--- src/hw/rtl/bzi_pkg.sv ---
// Shared constants for the three point Bezier interpolator.
`default_nettype none

package bzi_pkg;

	localparam int DEF_SAMPLE_BITS   = 16;
	localparam int DEF_POS_FRAC_BITS = 16;

	// cycles from an accepted word to its result strobe
	localparam int LATENCY = 8;

endpackage

`default_nettype wire

--- src/hw/rtl/bzi_ctrl.sv ---
// Front pipeline: position folding, slope limiting and control point selection.
`default_nettype none

module bzi_ctrl #(
	parameter int SAMPLE_BITS            = bzi_pkg::DEF_SAMPLE_BITS,
	parameter int POSITION_FRACTION_BITS = bzi_pkg::DEF_POS_FRAC_BITS
) (
	input  logic                                clk,
	input  logic                                arst_n,
	input  logic                                in_valid,
	input  logic signed [SAMPLE_BITS-1:0]       first_sample,
	input  logic signed [SAMPLE_BITS-1:0]       middle_sample,
	input  logic signed [SAMPLE_BITS-1:0]       last_sample,
	input  logic        [POSITION_FRACTION_BITS:0] position,
	output logic                                out_valid,
	output logic signed [SAMPLE_BITS+2:0]       p0,
	output logic signed [SAMPLE_BITS+2:0]       p1,
	output logic signed [SAMPLE_BITS+2:0]       p2,
	output logic        [POSITION_FRACTION_BITS:0] a,
	output logic        [POSITION_FRACTION_BITS:0] b
);

	localparam int SB = SAMPLE_BITS;
	localparam int F  = POSITION_FRACTION_BITS;
	localparam int PW = SB + 3;
	localparam int AB = SB + 3;

	localparam logic [F:0]   ONE_POS   = {1'b1, {F{1'b0}}};
	localparam logic [F:0]   HALF_POS  = {2'b01, {(F-1){1'b0}}};
	localparam logic [F+1:0] ONE_POS_W = {2'b01, {F{1'b0}}};

	// stage 1: fold position, take differences
	logic [F:0]   u_sat;
	logic [F+1:0] u_twice;
	logic [F+1:0] t_right;
	logic [F:0]   t_c;
	logic         left_c;
	logic         flat_c;

	assign u_sat   = (position > ONE_POS) ? ONE_POS : position;
	assign left_c  = (u_sat <= HALF_POS);
	assign flat_c  = (left_c && (first_sample == middle_sample)) ||
		((u_sat >= HALF_POS) && (middle_sample == last_sample));
	assign u_twice = {u_sat, 1'b0};
	assign t_right = u_twice - ONE_POS_W;
	assign t_c     = left_c ? u_twice[F:0] : t_right[F:0];

	logic                 v_s1;
	logic signed [SB-1:0] y1_s1, y2_s1, y3_s1;
	logic signed [SB:0]   d21_s1, d32_s1, d31_s1;
	logic [F:0]           t_s1;
	logic                 left_s1, flat_s1;

	always_ff @(posedge clk or negedge arst_n) begin
		if (!arst_n) begin
			v_s1 <= 1'b0;
		end else begin
			v_s1 <= in_valid;
		end
	end

	always_ff @(posedge clk) begin
		y1_s1   <= first_sample;
		y2_s1   <= middle_sample;
		y3_s1   <= last_sample;
		d21_s1  <= (SB+1)'(middle_sample) - (SB+1)'(first_sample);
		d32_s1  <= (SB+1)'(last_sample) - (SB+1)'(middle_sample);
		d31_s1  <= (SB+1)'(last_sample) - (SB+1)'(first_sample);
		t_s1    <= t_c;
		left_s1 <= left_c;
		flat_s1 <= flat_c;
	end

	// stage 2: limit the end-to-end slope
	logic signed [SB+1:0] s12, s23, slope_c;
	logic signed [AB-1:0] e31, e12, e23;
	logic        [AB-1:0] abs31, abs12, abs23;
	logic                 extreme_c;

	assign s12   = $signed({d21_s1, 1'b0});
	assign s23   = $signed({d32_s1, 1'b0});
	assign e31   = AB'(d31_s1);
	assign e12   = AB'(s12);
	assign e23   = AB'(s23);
	assign abs31 = e31[AB-1] ? -e31 : e31;
	assign abs12 = e12[AB-1] ? -e12 : e12;
	assign abs23 = e23[AB-1] ? -e23 : e23;

	// peak or valley: middle sample does not lie strictly between its neighbours
	assign extreme_c = (!d21_s1[SB] && (d32_s1[SB] || (d32_s1 == '0))) ||
		((d21_s1[SB] || (d21_s1 == '0)) && !d32_s1[SB]);

	always_comb begin
		priority if (extreme_c) begin
			slope_c = '0;
		end else if (abs31 > abs12) begin
			slope_c = s12;
		end else if (abs31 > abs23) begin
			slope_c = s23;
		end else begin
			slope_c = (SB+2)'(d31_s1);
		end
	end

	logic                 v_s2;
	logic signed [SB-1:0] y1_s2, y2_s2, y3_s2;
	logic signed [SB+1:0] slope_s2;
	logic [F:0]           t_s2;
	logic                 left_s2, flat_s2;

	always_ff @(posedge clk or negedge arst_n) begin
		if (!arst_n) begin
			v_s2 <= 1'b0;
		end else begin
			v_s2 <= v_s1;
		end
	end

	always_ff @(posedge clk) begin
		y1_s2    <= y1_s1;
		y2_s2    <= y2_s1;
		y3_s2    <= y3_s1;
		slope_s2 <= slope_c;
		t_s2     <= t_s1;
		left_s2  <= left_s1;
		flat_s2  <= flat_s1;
	end

	// stage 3: control points in Q.1
	logic signed [PW-1:0] tw1, tw2, tw3, sl;
	logic signed [PW-1:0] p0_c, p1_c, p2_c;

	assign tw1 = PW'($signed({y1_s2, 1'b0}));
	assign tw2 = PW'($signed({y2_s2, 1'b0}));
	assign tw3 = PW'($signed({y3_s2, 1'b0}));
	assign sl  = PW'(slope_s2);

	always_comb begin
		if (flat_s2) begin
			// all points on the middle sample give it back exactly
			p0_c = tw2;
			p1_c = tw2;
			p2_c = tw2;
		end else if (left_s2) begin
			p0_c = tw1;
			p1_c = tw2 - sl;
			p2_c = tw2;
		end else begin
			p0_c = tw2;
			p1_c = tw2 + sl;
			p2_c = tw3;
		end
	end

	logic                 v_s3;
	logic signed [PW-1:0] p0_s3, p1_s3, p2_s3;
	logic [F:0]           a_s3, b_s3;

	always_ff @(posedge clk or negedge arst_n) begin
		if (!arst_n) begin
			v_s3 <= 1'b0;
		end else begin
			v_s3 <= v_s2;
		end
	end

	always_ff @(posedge clk) begin
		p0_s3 <= p0_c;
		p1_s3 <= p1_c;
		p2_s3 <= p2_c;
		a_s3  <= ONE_POS - t_s2;
		b_s3  <= t_s2;
	end

	assign out_valid = v_s3;
	assign p0        = p0_s3;
	assign p1        = p1_s3;
	assign p2        = p2_s3;
	assign a         = a_s3;
	assign b         = b_s3;

endmodule

`default_nettype wire

--- config.mk ---
export PLATFORM = sky130hd
export DESIGN_NAME = bzi_ctrl
export DESIGN_NICKNAME = d
export VERILOG_FILES = /design/src/hw/rtl/bzi_pkg.sv /design/src/hw/rtl/bzi_ctrl.sv
export SDC_FILE = /design/constraint.sdc
export NUM_CORES = 1
export LEC_CHECK = 0
export BUFFER_PORTS_ARGS = -buffer_cell sky130_fd_sc_hd__buf_2
export CAP_MARGIN = 40
export CORE_UTILIZATION = 40
export CTS_CLUSTER_DIAMETER = 100
export DETAILED_ROUTE_END_ITERATION = 8
export PLACE_DENSITY = 0.57
export SYNTH_ARGS = -nofsm -noshare
export SYNTH_HDL_FRONTEND = slang
export SYNTH_SLANG_ARGS = --single-unit
--- constraint.sdc ---
create_clock -name clk -period 4.2 [get_ports clk]
set_clock_uncertainty 0.15 [all_clocks]
set_input_delay 0.63 -clock clk [delete_from_list [all_inputs] [get_ports clk]]
set_output_delay 0.63 -clock clk [all_outputs]
set_load 0.02 [all_outputs]
## Yosys cells after proc, flatten, opt, wreduce, memory -nomap -nowiden

Index checks and enable logic that the tools add are counted.

| storage, ports and cells | value |
|---|---|
| register bits after elaboration | 297 |
| bits of input ports | 68 |
| output and inout bits | 92 |

| operators by class | value |
|---|---|
| add/sub/neg operators | 10 |
| magnitude comparators | 5 |
| eq/ne operators | 2 |
| mux-type cells | 13 |
| reductions and logical operators | 13 |

Operators by type and width:

| operator | number |
|---|---|
| $mux W19 | 9 |
| $sub A16 B16 Y17 | 3 |
| $gt A19 B19 Y1 | 2 |
| $neg A18 Y19 | 2 |
| $mux W18 | 2 |
| $logic_not A17 Y1 | 2 |
| $mux W17 | 2 |
| $eq A16 B16 Y1 | 2 |
| $add A17 B18 Y19 | 1 |
| $neg A17 Y19 | 1 |
| $sub A17 B18 Y19 | 1 |
| $ge A17 B16 Y1 const B | 1 |
| $gt A17 B17 Y1 const B | 1 |
| $le A17 B16 Y1 const B | 1 |
| $sub A17 B17 Y17 const A | 1 |
| $sub A17 B17 Y17 const B | 1 |
| $logic_and A1 B1 Y1 | 4 |
| $logic_or A1 B1 Y1 | 4 |
| $reduce_or A3 Y1 | 1 |
| $logic_not A1 Y1 | 2 |

## Logic depth before layout (Yosys ltp)

Gate-level depths: netlist of run 1.

| logic depth | value |
|---|---|
| depth in word-level cells | 5 |
| mapped depth | 18 |

## Worst setup path after synthesis of run 1

OpenSTA, ideal clock, no wires.

| timing path | value |
|---|---|
| path type | register to register |
| start point | reg d31_s1[0] |
| end point | reg slope_s2[9] |
| setup time | 0.126 ns |
| arrival time | 3.536 ns |
| required time | 3.924 ns |
| slack | 0.388 ns |
| stages on the path, launching flop included | 19 |
| clock period less this slack | 3.812 ns |
| cell sequence | dfxtp_1 inv_1 ha_1 or4b_1 buf_2 or2_2 o41ai_1 xnor2_1 ha_1 nand4_1 inv_1 o211ai_1 o31ai_1 o211ai_1 a31oi_1 buf_4 buf_4 mux2i_1 a21oi_2 |

| between the ends | value |
|---|---|
| word-level cells in the longest chain between the ends | 5 |

Ends and longest elaborated chain:

| what | line | source |
|---|---|---|
| from (decl) | bzi_ctrl.sv:50 | `logic signed [SB:0] d21_s1, d32_s1, d31_s1;` |
| from (signal assigned) | bzi_ctrl.sv:68 | `d31_s1 <= (SB+1)'(last_sample) - (SB+1)'(first_sample);` |
| $neg A17 Y19 | bzi_ctrl.sv:85 | `assign abs31 = e31[AB-1] ? -e31 : e31;` |
| $mux W19 * | bzi_ctrl.sv:85 |  |
| $gt A19 B19 Y1 | bzi_ctrl.sv:98 | `end else if (abs31 > abs23) begin` |
| $mux W18 | bzi_ctrl.sv:98 |  |
| $mux W18 * | bzi_ctrl.sv:96 | `end else if (abs31 > abs12) begin` |
| to (signal assigned) | bzi_ctrl.sv:123 | `slope_s2 <= slope_c;` |
| to (decl) | bzi_ctrl.sv:107 | `logic signed [SB+1:0] slope_s2;` |

Mark *: on every way between the ends. The rest lies on a longest branch, timed or not.
A chain may end at the register's enable or synchronous reset.

## Worst setup path after layout of run 1

| timing path | value |
|---|---|
| start point | reg d32_s1[7] |
| end point | reg slope_s2[9] |

| between the ends | value |
|---|---|
| word-level cells in the longest chain between the ends | 5 |

Ends and longest elaborated chain:

| what | line | source |
|---|---|---|
| from (decl) | bzi_ctrl.sv:50 |  |
| from (signal assigned) | bzi_ctrl.sv:67 | `d32_s1 <= (SB+1)'(last_sample) - (SB+1)'(middle_sample);` |
| $neg A18 Y19 | bzi_ctrl.sv:87 | `assign abs23 = e23[AB-1] ? -e23 : e23;` |
| $mux W19 | bzi_ctrl.sv:87 |  |
| $gt A19 B19 Y1 | bzi_ctrl.sv:98 |  |
| $mux W18 | bzi_ctrl.sv:98 |  |
| $mux W18 | bzi_ctrl.sv:96 |  |

Several ways; a longest one is shown, not always the timed one.

==> metrics.txt, run 1 <==
# TYPE chip_impl_metric gauge
chip_impl_info{name="status",value="finished, final reports clean"} 1
chip_impl_metric{name="slew-limit-headroom",unit="%"} 42.69
chip_impl_metric{name="floorplan.die.width",unit="um"} 184.1
chip_impl_info{name="crit_type",value="flop to flop"} 1
chip_impl_metric{name="pin_count",unit=""} 160
chip_impl_info{name="most-common-layout-cells",value="283 x dfxtp_1, 155 x buf_2, 116 x ha_1"} 1
chip_impl_metric{name="filler_cell_count",unit=""} 3121
chip_impl_metric{name="clock_sink_count",unit=""} 286
chip_impl_metric{name="yosys_register_bits",unit=""} 286
chip_impl_metric{name="layout.area.seq",unit="um^2"} 5741
chip_impl_info{name="yosys-top-cells-area",value="dfxtp_1 43%, ha_1 11%, xnor2_1 3.9%, inv_1 3.0%, a21oi_1 2.4%"} 1
chip_impl_metric{name="fin_crit_sh",unit="%"} 94.96
chip_impl_metric{name="syn-instance-count",unit=""} 1365
chip_impl_info{name="cp_top_family",value="simple AND/OR/NAND/NOR gates"} 1
chip_impl_metric{name="drcViolationCount",unit=""} 0
chip_impl_metric{name="detail-route-antenna-nets",unit=""} 0
chip_impl_info{name="synth_top_flop_cell",value="dfxtp_1"} 1
chip_impl_metric{name="tns_setup",unit="ns"} 0
chip_impl_metric{name="crit_path_max_fanout",unit=""} 6
chip_impl_metric{name="gp_congestion",unit=""} 0.8856
chip_impl_metric{name="initial_utilization",unit="%"} 40.76
chip_impl_metric{name="core-area",unit="um^2"} 32540
chip_impl_metric{name="critical_path.n_buffers_inverters",unit=""} 1
chip_impl_metric{name="routed_wirelength",unit="mm"} 36.41
chip_impl_metric{name="die_y",unit="um"} 184.1
chip_impl_metric{name="asyncSetResetFlopFracSynth",unit="%"} 1.049
chip_impl_info{name="class_of_the_tightest_hold_or_removal_check",value="primary input to flop"} 1
chip_impl_info{name="crit_path_end_kind",value="flop"} 1
chip_impl_metric{name="worst-r2r-cell-count",unit=""} 13
chip_impl_metric{name="final_hold_vio_count",unit=""} 0
chip_impl_metric{name="critical_path_cell_count",unit=""} 13
chip_impl_metric{name="antenna_cells",unit=""} 0
chip_impl_metric{name="h_tree_depth_reported_by_cts",unit=""} 1
chip_impl_metric{name="ys_seq_area_share",unit="%"} 43.29
chip_impl_metric{name="power.density_cell_area",unit="nW/um^2"} 560.4
chip_impl_metric{name="multi_input_comb_area",unit="um^2"} 7022
chip_impl_metric{name="clk_pin_slew_worst_paths",unit="ns"} 0.06
chip_impl_metric{name="postSynthAreaPerCell",unit="um^2"} 9.714
chip_impl_info{name="timing.critical_path.cells",value="or4_1 -> or3_1 -> o41ai_2 -> xor2_1 -> ha_1 -> and4_1 -> nand2_1 -> nor4bb_4 -> o211ai_1 -> a31oi_4 -> clkbuf_16 -> mux2i_1 -> a21oi_2"} 1
chip_impl_metric{name="first_global_vias",unit=""} 9864
chip_impl_metric{name="max_cap_violations",unit=""} 0
chip_impl_metric{name="cp_arrival",unit="ns"} 4.26
chip_impl_info{name="cell_chosen_for_the_clock_root",value="clkbuf_16"} 1
chip_impl_info{name="mostFrequentLayoutCell",value="dfxtp_1"} 1
chip_impl_metric{name="grt_usage",unit="%"} 21.33
chip_impl_metric{name="power.static_leakage",unit="nW"} 6.906
chip_impl_metric{name="final_layout_size_suffix_gt1_share",unit="%"} 19.53
chip_impl_metric{name="num_rows",unit=""} 66
chip_impl_metric{name="place.detailed.hpwl",unit="mm"} 29.10
chip_impl_metric{name="antenna_violations_before_repair",unit=""} 0
chip_impl_metric{name="timing.critical_path.required",unit="ns"} 4.47
chip_impl_metric{name="synth_enable_flop_cells",unit=""} 0
chip_impl_metric{name="final_max_slew_viol_count",unit=""} 0
chip_impl_metric{name="min_period",unit="ns"} 3.988
chip_impl_metric{name="report.final.setup_viol",unit=""} 0
chip_impl_info{name="critical_path_s_slowest_cell",value="or4_1"} 1
chip_impl_metric{name="insertion_delay_to_the_later_sink_of_the_worst_skew_pair",unit="ns"} 0.54
chip_impl_metric{name="maxClockFrequency",unit="MHz"} 250.7
chip_impl_metric{name="largest_buffer_count_on_any_clock_path",unit=""} 3
chip_impl_metric{name="worstMarginPinSlew",unit="ns"} 0.8518
chip_impl_metric{name="tritoncts.num_buffers",unit=""} 28
chip_impl_metric{name="num-nets-final",unit=""} 1741
chip_impl_metric{name="holdPathStages",unit=""} 1
chip_impl_info{name="setup_repair_after_global_routing_missed_its_margin",value="false"} 1
chip_impl_metric{name="drtPass1Iterations",unit=""} 5
chip_impl_metric{name="total_power",unit="mW"} 8.818
chip_impl_metric{name="irDropWorstVdd",unit="mV"} 0.3117
chip_impl_metric{name="synth.cell_area",unit="um^2"} 13260
chip_impl_metric{name="area.growth.synth_to_final",unit="%"} 18.66
chip_impl_metric{name="grt_max_degree",unit=""} 30
chip_impl_metric{name="buffer_ports.inserted",unit=""} 155
chip_impl_metric{name="dpl-instance-area",unit="um^2"} 14640
chip_impl_metric{name="detail_route.vias_per_cell",unit=""} 5.198
chip_impl_metric{name="vias",unit=""} 10468
chip_impl_metric{name="synth_top_cell_area_share",unit="%"} 42.73
chip_impl_metric{name="first_iter_violations",unit=""} 709
chip_impl_metric{name="globalRoute.totalOverflow",unit=""} 0
chip_impl_metric{name="worst_path_largest_cell_delay",unit="ns"} 0.61
chip_impl_info{name="tritoncts_clock_tree",value="yes"} 1
chip_impl_metric{name="layout.cell_area.non_filler",unit="um^2"} 15740
chip_impl_metric{name="wl_per_cell",unit="um"} 18.08
chip_impl_metric{name="design.die.area",unit="um^2"} 33880
chip_impl_metric{name="synth_cell_type_count",unit=""} 76
chip_impl_info{name="yosysTopAreaCell",value="dfxtp_1"} 1
chip_impl_metric{name="global_route_wire_length_before_repair",unit="mm"} 55.30
chip_impl_metric{name="synth.yosys.warnings",unit=""} 0
chip_impl_info{name="worstSetupStartpointType",value="flop"} 1
-- cells by family after synthesis --
group,share of synthesized area (%)
AND/OR/NAND/NOR,14.37
other,0.05664
adder cells (fa/ha/maj),11.78
buffers and inverters,4.718
AO/OA/AOI/OAI,15.48
XOR/XNOR,6.265
multiplexers,4.038
flip-flops,43.29
-- path summary, 6_finish.rpt --
kind | to | startpoint | slack (ns)
worst min-delay path | v_s1 | in_valid | 0.05
min in group asynchronous | out_valid | arst_n | 0.26
worst max register to register | slope_s2[9] | d32_s1[7] | 0.21
worst min register to register | t_s2[12] | t_s1[12] | 0.17
max in group asynchronous | v_s1 | arst_n | 3.54
worst max-delay path | slope_s2[9] | d32_s1[7] | 0.21
-- power by group --
group / leakage (nW) / internal (mW) / switching, mW
combinational: 4.04 / 1.21 / 1.68
sequential: 2.41 / 3.10 / 0.326
clock: 0.452 / 1.48 / 1.03
total: 6.91 / 5.78 / 3.03
-- through the flow --
step	utilization, %	setup WS (ns)	std cells	hold WS, ns
after floorplan	-	0.3879	1373	0.1596
after global placement	44.95	0.1586	1956	0.1596
after detailed placement	45.00	0.01004	1957	0.1621
after CTS	47.91	0.1448	2008	0.03065
after global routing	48.36	0.02116	2014	0.03198
final	48.36	0.2118	2014	0.04834
-- Yosys cell counts, drive strengths merged (18+ instances only) --
cell,count
dfxtp,283
ha,116
inv,106
a21oi,75
nor2,69
nand2,67
xnor2,59
o21ai,57
nor3,49
o31ai,39
xor2,35
mux2,28
clkbuf,24
mux2i,22
nor2b,20
or3,20
buf,18
nand3,18
-- final cells by class --
| class | count | share of cell area (%) |
|---|---|---|
| clock buffer | 41 | 5.216 |
| clock inverter | 9 | 0.7077 |
| tap | 442 | 3.515 |
| timing repair buffer | 191 | 6.926 |
| inverter | 106 | 2.529 |
| sequential | 286 | 36.48 |
| multi-input combinational | 939 | 44.62 |
-- routing by layer --
metal  vias up  wire length [um]  GRT usage (%)  share of wire [%]
li1       5219                 -              -                  -
met1      4931             16990          28.77                 47
met2       266             16750          35.53                 46
met3        52              1728          2.793                4.7
met4         0               936          6.000                2.6
met5         -                 0              0                  0
-- what timing repair did --
item | CTS | global route
hold buffers | 1 | 0
cloned | 0 | 2
pin swaps | 0 | 6
setup buffers | 0 | 4
resized for setup | 1 | 14
endpoints found under the setup margin | 7 | 18
endpoints found under the hold margin | 3 | 0
-- worst reg2reg max path, cell delays in order, from the launching register on --
cell and delay [ns]:
dfxtp_1 0.36, or4_1 0.61, or3_1 0.40, o41ai_2 0.26, xor2_1 0.14, ha_1 0.29, and4_1 0.20, nand2_1 0.11
nor4bb_4 0.31, o211ai_1 0.18, a31oi_4 0.34, clkbuf_16 0.22, mux2i_1 0.23, a21oi_2 0.07
-- state kept, by name, indices dropped and copies added (netlist names), 17 cells and up --
signal	count
d32_s1	17
d31_s1	17
p1	19
slope_s2	18
d21_s1	17
Power figures use the tool's default switching activity.
==> inputs of run 2 (changes only) <==
--- a/config.mk
+++ b/config.mk
@@ -7,6 +7,7 @@
 export LEC_CHECK = 0
 export BUFFER_PORTS_ARGS = -buffer_cell sky130_fd_sc_hd__buf_2
 export CAP_MARGIN = 40
+export CORE_MARGIN = 2
 export CORE_UTILIZATION = 40
 export CTS_CLUSTER_DIAMETER = 100
 export DETAILED_ROUTE_END_ITERATION = 8
==> run 2 against run 1 <==
Effect of this change:
- critical path depth grew 1
- utilization decreased by 0.088 points
- register-to-register slack worse by 0.05 ns
- critical path type unchanged
==> metrics.txt, run 2 (synthesized netlist as in run 1, its figures left out) <==
# TYPE chip_impl_metric gauge
chip_impl_info{name="status",value="finished, final reports clean"} 1
chip_impl_info{name="tritoncts_clock_tree",value="yes"} 1
chip_impl_metric{name="h_tree_depth_reported_by_cts",unit=""} 1
chip_impl_metric{name="drcViolationCount",unit=""} 0
chip_impl_info{name="worst_r2r_endpoint",value="slope_s2[1]"} 1
chip_impl_metric{name="die_y",unit="um"} 186.1
chip_impl_metric{name="grt_usage",unit="%"} 20.99
chip_impl_metric{name="worst-r2r-cell-count",unit=""} 14
chip_impl_info{name="mostFrequentLayoutCell",value="dfxtp_1"} 1
chip_impl_metric{name="cp_arrival",unit="ns"} 4.33
chip_impl_metric{name="irDropWorstVdd",unit="mV"} 0.3787
chip_impl_metric{name="final_max_slew_viol_count",unit=""} 0
chip_impl_metric{name="fin_crit_sh",unit="%"} 96.04
chip_impl_metric{name="num_rows",unit=""} 66
chip_impl_metric{name="power.static_leakage",unit="nW"} 6.905
chip_impl_metric{name="largest_buffer_count_on_any_clock_path",unit=""} 3
chip_impl_metric{name="max_cap_violations",unit=""} 0
chip_impl_metric{name="insertion_delay_to_the_later_sink_of_the_worst_skew_pair",unit="ns"} 0.56
chip_impl_metric{name="report.final.setup_viol",unit=""} 0
chip_impl_metric{name="final_hold_vio_count",unit=""} 0
chip_impl_info{name="crit_end",value="slope_s2[1]"} 1
chip_impl_metric{name="gp_congestion",unit=""} 0.9000
chip_impl_metric{name="grt_max_degree",unit=""} 24
chip_impl_metric{name="final_layout_size_suffix_gt1_share",unit="%"} 19.13
chip_impl_metric{name="p_int",unit="mW"} 5.927
chip_impl_info{name="crit_type",value="flop to flop"} 1
chip_impl_metric{name="p_sw_share",unit="%"} 33.91
chip_impl_metric{name="filler_cell_count",unit=""} 3149
chip_impl_metric{name="pin_count",unit=""} 160
chip_impl_metric{name="floorplan.die.width",unit="um"} 186.1
chip_impl_metric{name="tritoncts.num_buffers",unit=""} 28
chip_impl_metric{name="dpl-instance-area",unit="um^2"} 14620
chip_impl_metric{name="layout.cell_area.non_filler",unit="um^2"} 15750
chip_impl_metric{name="r2r_slack",unit="ns"} 0.17
chip_impl_metric{name="drtPass1Iterations",unit=""} 5
chip_impl_metric{name="place.detailed.hpwl",unit="mm"} 28.90
chip_impl_metric{name="first_global_vias",unit=""} 10136
chip_impl_metric{name="clk_pin_slew_worst_paths",unit="ns"} 0.07
chip_impl_metric{name="p_switching",unit="mW"} 3.041
chip_impl_metric{name="detail-route-antenna-nets",unit=""} 0
chip_impl_metric{name="min_period",unit="ns"} 4.034
chip_impl_info{name="regToRegStartpoint",value="d31_s1[0]"} 1
chip_impl_metric{name="globalRoute.totalOverflow",unit=""} 0
chip_impl_info{name="cell_chosen_for_the_clock_root",value="clkbuf_16"} 1
chip_impl_metric{name="wl_per_cell",unit="um"} 18.19
chip_impl_info{name="crit_path_end_kind",value="flop"} 1
chip_impl_metric{name="timing.critical_path.required",unit="ns"} 4.49
chip_impl_metric{name="initial_utilization",unit="%"} 40.65
chip_impl_metric{name="vias",unit=""} 10506
chip_impl_metric{name="power.density_cell_area",unit="nW/um^2"} 569.6
chip_impl_metric{name="portion_of_total_power_attributed_to_the_clock_network",unit="%"} 30.2
chip_impl_info{name="most-common-layout-cells",value="283 x dfxtp_1, 156 x buf_2, 116 x ha_1"} 1
chip_impl_metric{name="fin_worst_hold_slack",unit="ns"} 0.04203
chip_impl_metric{name="num-nets-final",unit=""} 1736
chip_impl_metric{name="final_core_utilization",unit="%"} 48.27
chip_impl_metric{name="clock_sink_count",unit=""} 286
chip_impl_info{name="worst_setup_path_startpoint",value="d31_s1[0]"} 1
chip_impl_info{name="class_of_the_tightest_hold_or_removal_check",value="primary input to flop"} 1
chip_impl_metric{name="detail_route.vias_per_cell",unit=""} 5.224
chip_impl_metric{name="maxClockFrequency",unit="MHz"} 247.9
chip_impl_metric{name="tns_setup",unit="ns"} 0
chip_impl_metric{name="antenna_violations_before_repair",unit=""} 1
chip_impl_metric{name="design.die.area",unit="um^2"} 34620
chip_impl_metric{name="power_frac_seq",unit="%"} 38.3
chip_impl_metric{name="global_route_wire_length_before_repair",unit="mm"} 56.15
chip_impl_metric{name="largest_register_ff_count",unit=""} 19
chip_impl_metric{name="area.growth.synth_to_final",unit="%"} 18.75
chip_impl_metric{name="core-area",unit="um^2"} 32620
chip_impl_info{name="worstSetupStartpointType",value="flop"} 1
chip_impl_metric{name="buffer_ports.inserted",unit=""} 155
chip_impl_metric{name="crit_path_max_fanout",unit=""} 9
chip_impl_metric{name="slew-limit-headroom",unit="%"} 39.78
chip_impl_metric{name="first_iter_violations",unit=""} 648
chip_impl_metric{name="combinational_power_share",unit="%"} 31.6
chip_impl_metric{name="worstMarginPinSlew",unit="ns"} 0.9021
chip_impl_metric{name="routed_wirelength",unit="mm"} 36.59
[run 2: timing repair]
item | 4_1_cts | 5_1_grt
hold endpoints to repair | 3 | 0
hold buffers | 1 | 0
gates resized for setup | 0 | 9
buffers inserted | 0 | 1
setup endpoints to repair | 0 | 18
[run 2: critical path: stages, from the launching register on]
cell and delay, ns:
dfxtp_1 0.34, inv_1 0.10, ha_1 0.16, or4b_1 0.48, or2_2 0.36, nor4_2 0.37
ha_1 0.21, and4_1 0.22, nand2_1 0.09, nor4bb_2 0.37, o211ai_1 0.20, a31oi_4 0.31
clkbuf_16 0.23, mux2i_1 0.23, a21oi_1 0.09
[run 2: layer usage]
metal  wire length, um  track usage (%)  vias up
met3              1906            2.798       48
met2             17370            36.00      329
met4               867            5.386        0
met1             16440            27.79     4924
li1                  -                -     5205
met5                 0                0        -
[run 2: per-stage QoR]
| stage | instances | setup slack (ns) | total power, mW |
|---|---|---|---|
| after CTS | 2008 | 0.02794 | 8.993 |
| after detailed placement | 1956 | 0.07657 | 6.268 |
| final | 2011 | 0.1664 | 8.969 |
| after global placement | 1955 | 0.1814 | 6.231 |
| after floorplan | 1373 | 0.3879 | 5.381 |
| after global routing | 2011 | -0.01112 | 9.480 |
[run 2: power groups by stage]
| stage | Sequential, mW | Combinational (mW) | Clock [mW] |
|---|---|---|---|
| floorplan | 3.51 | 1.87 | 0 |
| global placement | 3.49 | 2.74 | 0 |
| detailed placement | 3.49 | 2.78 | 0 |
| CTS | 3.43 | 2.80 | 2.76 |
| global route | 3.47 | 3.14 | 2.86 |
| finish | 3.43 | 2.83 | 2.70 |
[run 2: layout make-up]
type                    count  area (um^2)  area share [%]
multi-input cells         939         6989           44.39
repair buffers            186         1042           6.619
diodes                      1        2.502         0.01589
inverters                 106        397.9           2.527
clock inverters            11        215.2           1.367
clock buffers              40        805.8           5.117
flip-flops and latches    286         5741           36.46
well taps                 442        553.0           3.512
[run 2: worst min path at each step]
stage	start	end	slack, ns	depth (start not counted)
floorplan	flat_s1	flat_s2	0.16	0
global placement	y2_s1[12]	y2_s2[12]	0.16	0
detailed placement	t_s1[6]	t_s2[6]	0.16	0
CTS	first_sample[7]	y1_s1[7]	0.01	1
global route	first_sample[7]	y1_s1[7]	0.02	1
finish	first_sample[7]	y1_s1[7]	0.04	1
==> inputs of run 3 (changes only) <==
--- a/config.mk
+++ b/config.mk
@@ -5,13 +5,14 @@
 export SDC_FILE = /design/constraint.sdc
 export NUM_CORES = 1
 export LEC_CHECK = 0
+export ABC_AREA = 1
 export BUFFER_PORTS_ARGS = -buffer_cell sky130_fd_sc_hd__buf_2
 export CAP_MARGIN = 40
 export CORE_MARGIN = 2
-export CORE_UTILIZATION = 40
+export CORE_UTILIZATION = 59
 export CTS_CLUSTER_DIAMETER = 100
 export DETAILED_ROUTE_END_ITERATION = 8
-export PLACE_DENSITY = 0.57
+export PLACE_DENSITY = 0.8
 export SYNTH_ARGS = -nofsm -noshare
 export SYNTH_HDL_FRONTEND = slang
 export SYNTH_SLANG_ARGS = --single-unit
==> run 3 against run 2 <==
Effect of this change:
- die area decreased by 31%
- sequential cell count stayed put
- non-clock buffer count down 21
- total power about the same
- final cell count is 6.1% higher
- routed wire length up 1.2%
- sequential share of layout area rose by 0.72 points
- critical path depth up 7
- critical path type unchanged
==> metrics.txt, run 3 <==
# TYPE chip_impl_metric gauge
chip_impl_metric{name="maxClockFrequency",unit="MHz"} 267.6
chip_impl_metric{name="detailedPlace.worstSlack",unit="ns"} 0.5603
chip_impl_info{name="status",value="finished, final reports clean"} 1
chip_impl_info{name="most-common-layout-cells",value="299 x nand2_1, 283 x dfxtp_1, 221 x inv_1"} 1
chip_impl_metric{name="first_iter_violations",unit=""} 912
chip_impl_metric{name="antenna_violations_before_repair",unit=""} 1
chip_impl_metric{name="synth_fa_ha_area_share",unit="%"} 11.57
chip_impl_metric{name="vias",unit=""} 11365
chip_impl_metric{name="die_y",unit="um"} 154.8
chip_impl_metric{name="h_tree_depth_reported_by_cts",unit=""} 1
chip_impl_metric{name="clk_pin_slew_worst_paths",unit="ns"} 0.07
chip_impl_metric{name="worst_path_largest_cell_delay",unit="ns"} 0.54
chip_impl_info{name="synth_top_flop_cell",value="dfxtp_1"} 1
chip_impl_metric{name="power.static_leakage",unit="nW"} 7.736
chip_impl_metric{name="max_cap_violations",unit=""} 0
chip_impl_metric{name="tritoncts.num_buffers",unit=""} 27
chip_impl_metric{name="asyncSetResetFlopFracSynth",unit="%"} 1.049
chip_impl_info{name="cp_top_family",value="simple AND/OR/NAND/NOR gates"} 1
chip_impl_metric{name="postSynthAreaPerCell",unit="um^2"} 8.051
chip_impl_metric{name="grt_usage",unit="%"} 30.81
chip_impl_metric{name="synth-simple-area-share",unit="%"} 20.90
chip_impl_metric{name="detail_route.vias_per_cell",unit=""} 5.328
chip_impl_metric{name="slew-limit-headroom",unit="%"} 57.51
chip_impl_metric{name="place.detailed.hpwl",unit="mm"} 29.27
chip_impl_metric{name="routed_wirelength",unit="mm"} 37.02
chip_impl_metric{name="largest_buffer_count_on_any_clock_path",unit=""} 3
chip_impl_metric{name="final_hold_vio_count",unit=""} 0
chip_impl_metric{name="wl_per_cell",unit="um"} 17.35
chip_impl_info{name="yosys-top-cells-area",value="dfxtp_1 42%, ha_1 11%, nand2_1 8.4%, inv_1 6.2%, xor2_1 4.8%"} 1
chip_impl_metric{name="synth_compound_area_share",unit="%"} 10.07
chip_impl_metric{name="fin_crit_sh",unit="%"} 88.97
chip_impl_info{name="mostFrequentLayoutCell",value="nand2_1"} 1
chip_impl_metric{name="report.final.setup_viol",unit=""} 0
chip_impl_metric{name="timing.critical_path.required",unit="ns"} 4.53
chip_impl_info{name="ys_top_cells_by_count",value="299 x nand2_1, 283 x dfxtp_1, 221 x inv_1"} 1
chip_impl_metric{name="global_route_wire_length_before_repair",unit="mm"} 57.41
chip_impl_metric{name="tns_setup",unit="ns"} 0
chip_impl_metric{name="design.die.area",unit="um^2"} 23960
chip_impl_metric{name="num_rows",unit=""} 55
chip_impl_metric{name="synth_top_cell_area_share",unit="%"} 42.24
chip_impl_metric{name="final_max_slew_viol_count",unit=""} 0
chip_impl_metric{name="grt_max_degree",unit=""} 27
chip_impl_metric{name="syn-instance-count",unit=""} 1666
chip_impl_metric{name="ys_seq_area_share",unit="%"} 42.80
chip_impl_metric{name="total_power",unit="mW"} 8.969
chip_impl_info{name="cell_with_the_most_instances_after_synthesis",value="nand2_1"} 1
chip_impl_metric{name="min_period",unit="ns"} 3.737
chip_impl_info{name="yosysTopAreaCell",value="dfxtp_1"} 1
chip_impl_metric{name="synth_cell_type_count",unit=""} 51
chip_impl_metric{name="detail-route-antenna-nets",unit=""} 0
chip_impl_metric{name="power.density_cell_area",unit="nW/um^2"} 580.8
chip_impl_metric{name="final_layout_size_suffix_gt1_share",unit="%"} 13.60
chip_impl_info{name="cell_chosen_for_the_clock_root",value="clkbuf_16"} 1
chip_impl_info{name="setup_repair_after_global_routing_missed_its_margin",value="false"} 1
chip_impl_metric{name="core-area",unit="um^2"} 22500
chip_impl_metric{name="globalRoute.totalOverflow",unit=""} 0
chip_impl_info{name="library_cell_appearing_most_often_on_the_critical_path",value="nand2_1"} 1
chip_impl_metric{name="worstMarginPinSlew",unit="ns"} 0.6315
chip_impl_info{name="crit_path_end_kind",value="flop"} 1
chip_impl_info{name="class_of_the_tightest_hold_or_removal_check",value="primary input to flop"} 1
chip_impl_info{name="timing.critical_path.cells",value="inv_1 -> ha_1 -> inv_1 -> nor4_1 -> nand2_1 -> nor3_1 -> nand4_1 -> or2_2 -> ha_1 -> nand2_1 -> or2_2 -> nand2_1 -> nor2_1 -> nand3_1 -> nand2_2 -> nand2_4 -> nand2_4 -> nand2_1 -> nand2_1 -> nor2_1 -> nor2_1"} 1
chip_impl_metric{name="postLayoutSetupSlackWorst",unit="ns"} 0.4632
chip_impl_metric{name="largest_register_ff_count",unit=""} 19
chip_impl_metric{name="gp_congestion",unit=""} 0.9420
chip_impl_metric{name="buffer_ports.inserted",unit=""} 155
chip_impl_metric{name="synthMuxAreaShare",unit="%"} 0.08396
chip_impl_info{name="tritoncts_clock_tree",value="yes"} 1
chip_impl_metric{name="synth.yosys.warnings",unit=""} 0
chip_impl_metric{name="synth_enable_flop_cells",unit=""} 0
chip_impl_metric{name="cp_arrival",unit="ns"} 4.06
chip_impl_metric{name="area.growth.synth_to_final",unit="%"} 15.12
chip_impl_metric{name="drtPass1Iterations",unit=""} 5
chip_impl_metric{name="r2r_slack",unit="ns"} 0.46
chip_impl_metric{name="num-nets-final",unit=""} 2017
chip_impl_metric{name="first_global_vias",unit=""} 10943
chip_impl_metric{name="critical_path.n_buffers_inverters",unit=""} 2
chip_impl_metric{name="insertion_delay_to_the_later_sink_of_the_worst_skew_pair",unit="ns"} 0.54
chip_impl_info{name="crit_type",value="flop to flop"} 1
chip_impl_metric{name="crit_path_max_fanout",unit=""} 19
chip_impl_info{name="synth_top_family_by_area",value="simple AND/OR/NAND/NOR gates"} 1
chip_impl_metric{name="irDropWorstVdd",unit="mV"} 0.4450
chip_impl_metric{name="yosys_register_bits",unit=""} 286
chip_impl_metric{name="floorplan.die.width",unit="um"} 154.8
chip_impl_metric{name="synth.cell_area",unit="um^2"} 13410
chip_impl_metric{name="clock_sink_count",unit=""} 286
chip_impl_info{name="worstSetupStartpointType",value="flop"} 1
chip_impl_info{name="critical_path_s_slowest_cell",value="nor4_1"} 1
chip_impl_metric{name="yosys.area_share.xor_xnor",unit="%"} 6.595
chip_impl_metric{name="pin_count",unit=""} 160
chip_impl_metric{name="drcViolationCount",unit=""} 0
chip_impl_metric{name="initial_utilization",unit="%"} 59.61
==> run 3: cell count changes in the layout (fill, tap and decap cells not counted), sizes merged, moves of 21 or more <==
cell,delta
a21oi,+30
inv,+117
mux2,-27
mux2i,-22
nand2,+245
nand3,+72
nor2,+100
nor3,-21
o21ai,+29
o31ai,-33
xnor2,-31
xor2,+38
==> run 3: timing repair <==
| item | CTS | global route |
|---|---|---|
| hold buffers | 1 | 0 |
| setup buffers | 0 | 0 |
| endpoints found under the setup margin | 0 | 3 |
| endpoints found under the hold margin | 3 | 0 |
| resized for setup | 0 | 1 |
==> run 3: layout make-up <==
type,instances,area (um^2)
diodes,2,5.005
clock buffers,29,703.2
clock inverters,18,261.5
fillers,1848,7062
inverters,226,853.3
multi-input cells,1122,6648
flip-flops and latches,286,5741
well taps,285,356.6
repair buffers,165,873.3
==> run 3: logic make-up after synthesis <==
| family | Yosys count |
|---|---|
| AND/OR/NAND/NOR | 645 |
| adder cells (fa/ha/maj) | 121 |
| multiplexers | 1 |
| other | 2 |
| XOR/XNOR | 101 |
| flip-flops | 286 |
| buffers and inverters | 266 |
| AO/OA/AOI/OAI | 244 |
==> run 3: path summary, 6_finish.rpt <==
| kind | from | cells past startpoint | end |
|---|---|---|---|
| max reg2reg | d32_s1[0] | 21 | slope_s2[17] |
| max in group asynchronous | arst_n | 2 | v_s2 |
| min reg2reg | y1_s1[8] | 0 | y1_s2[8] |
| max | d32_s1[0] | 21 | slope_s2[17] |
| min in group asynchronous | arst_n | 2 | v_s1 |
| min | in_valid | 1 | v_s1 |
==> run 3: power breakdown <==
part | switching (mW) | total, mW | internal (mW)
registers | 0.329 | 3.43 | 3.10
clock network | 1.05 | 2.64 | 1.58
logic | 1.85 | 2.91 | 1.06
total | 3.23 | 8.97 | 5.74
==> run 3: stage by stage <==
stage	hold slack [ns]	std cells	instance area, um^2	util, %
after floorplan	0.1596	1674	13440	-
after global placement	0.1599	2082	14430	64.11
after detailed placement	0.1621	2083	14450	64.23
after CTS	0.04832	2131	15430	68.56
after global routing	0.04663	2132	15440	68.61
final	0.05346	2133	15440	68.62
==> run 3: routing by layer <==
| layer | wire length (um) | share of wire [%] | track usage (%) | vias up |
|---|---|---|---|---|
| li1 | - | - | - | 5687 |
| met1 | 15610 | 42 | 38.95 | 5160 |
| met2 | 17180 | 46 | 52.57 | 434 |
| met3 | 2896 | 7.8 | 6.528 | 84 |
| met4 | 1323 | 3.6 | 10.27 | 0 |
| met5 | 0 | 0 | 0 | - |
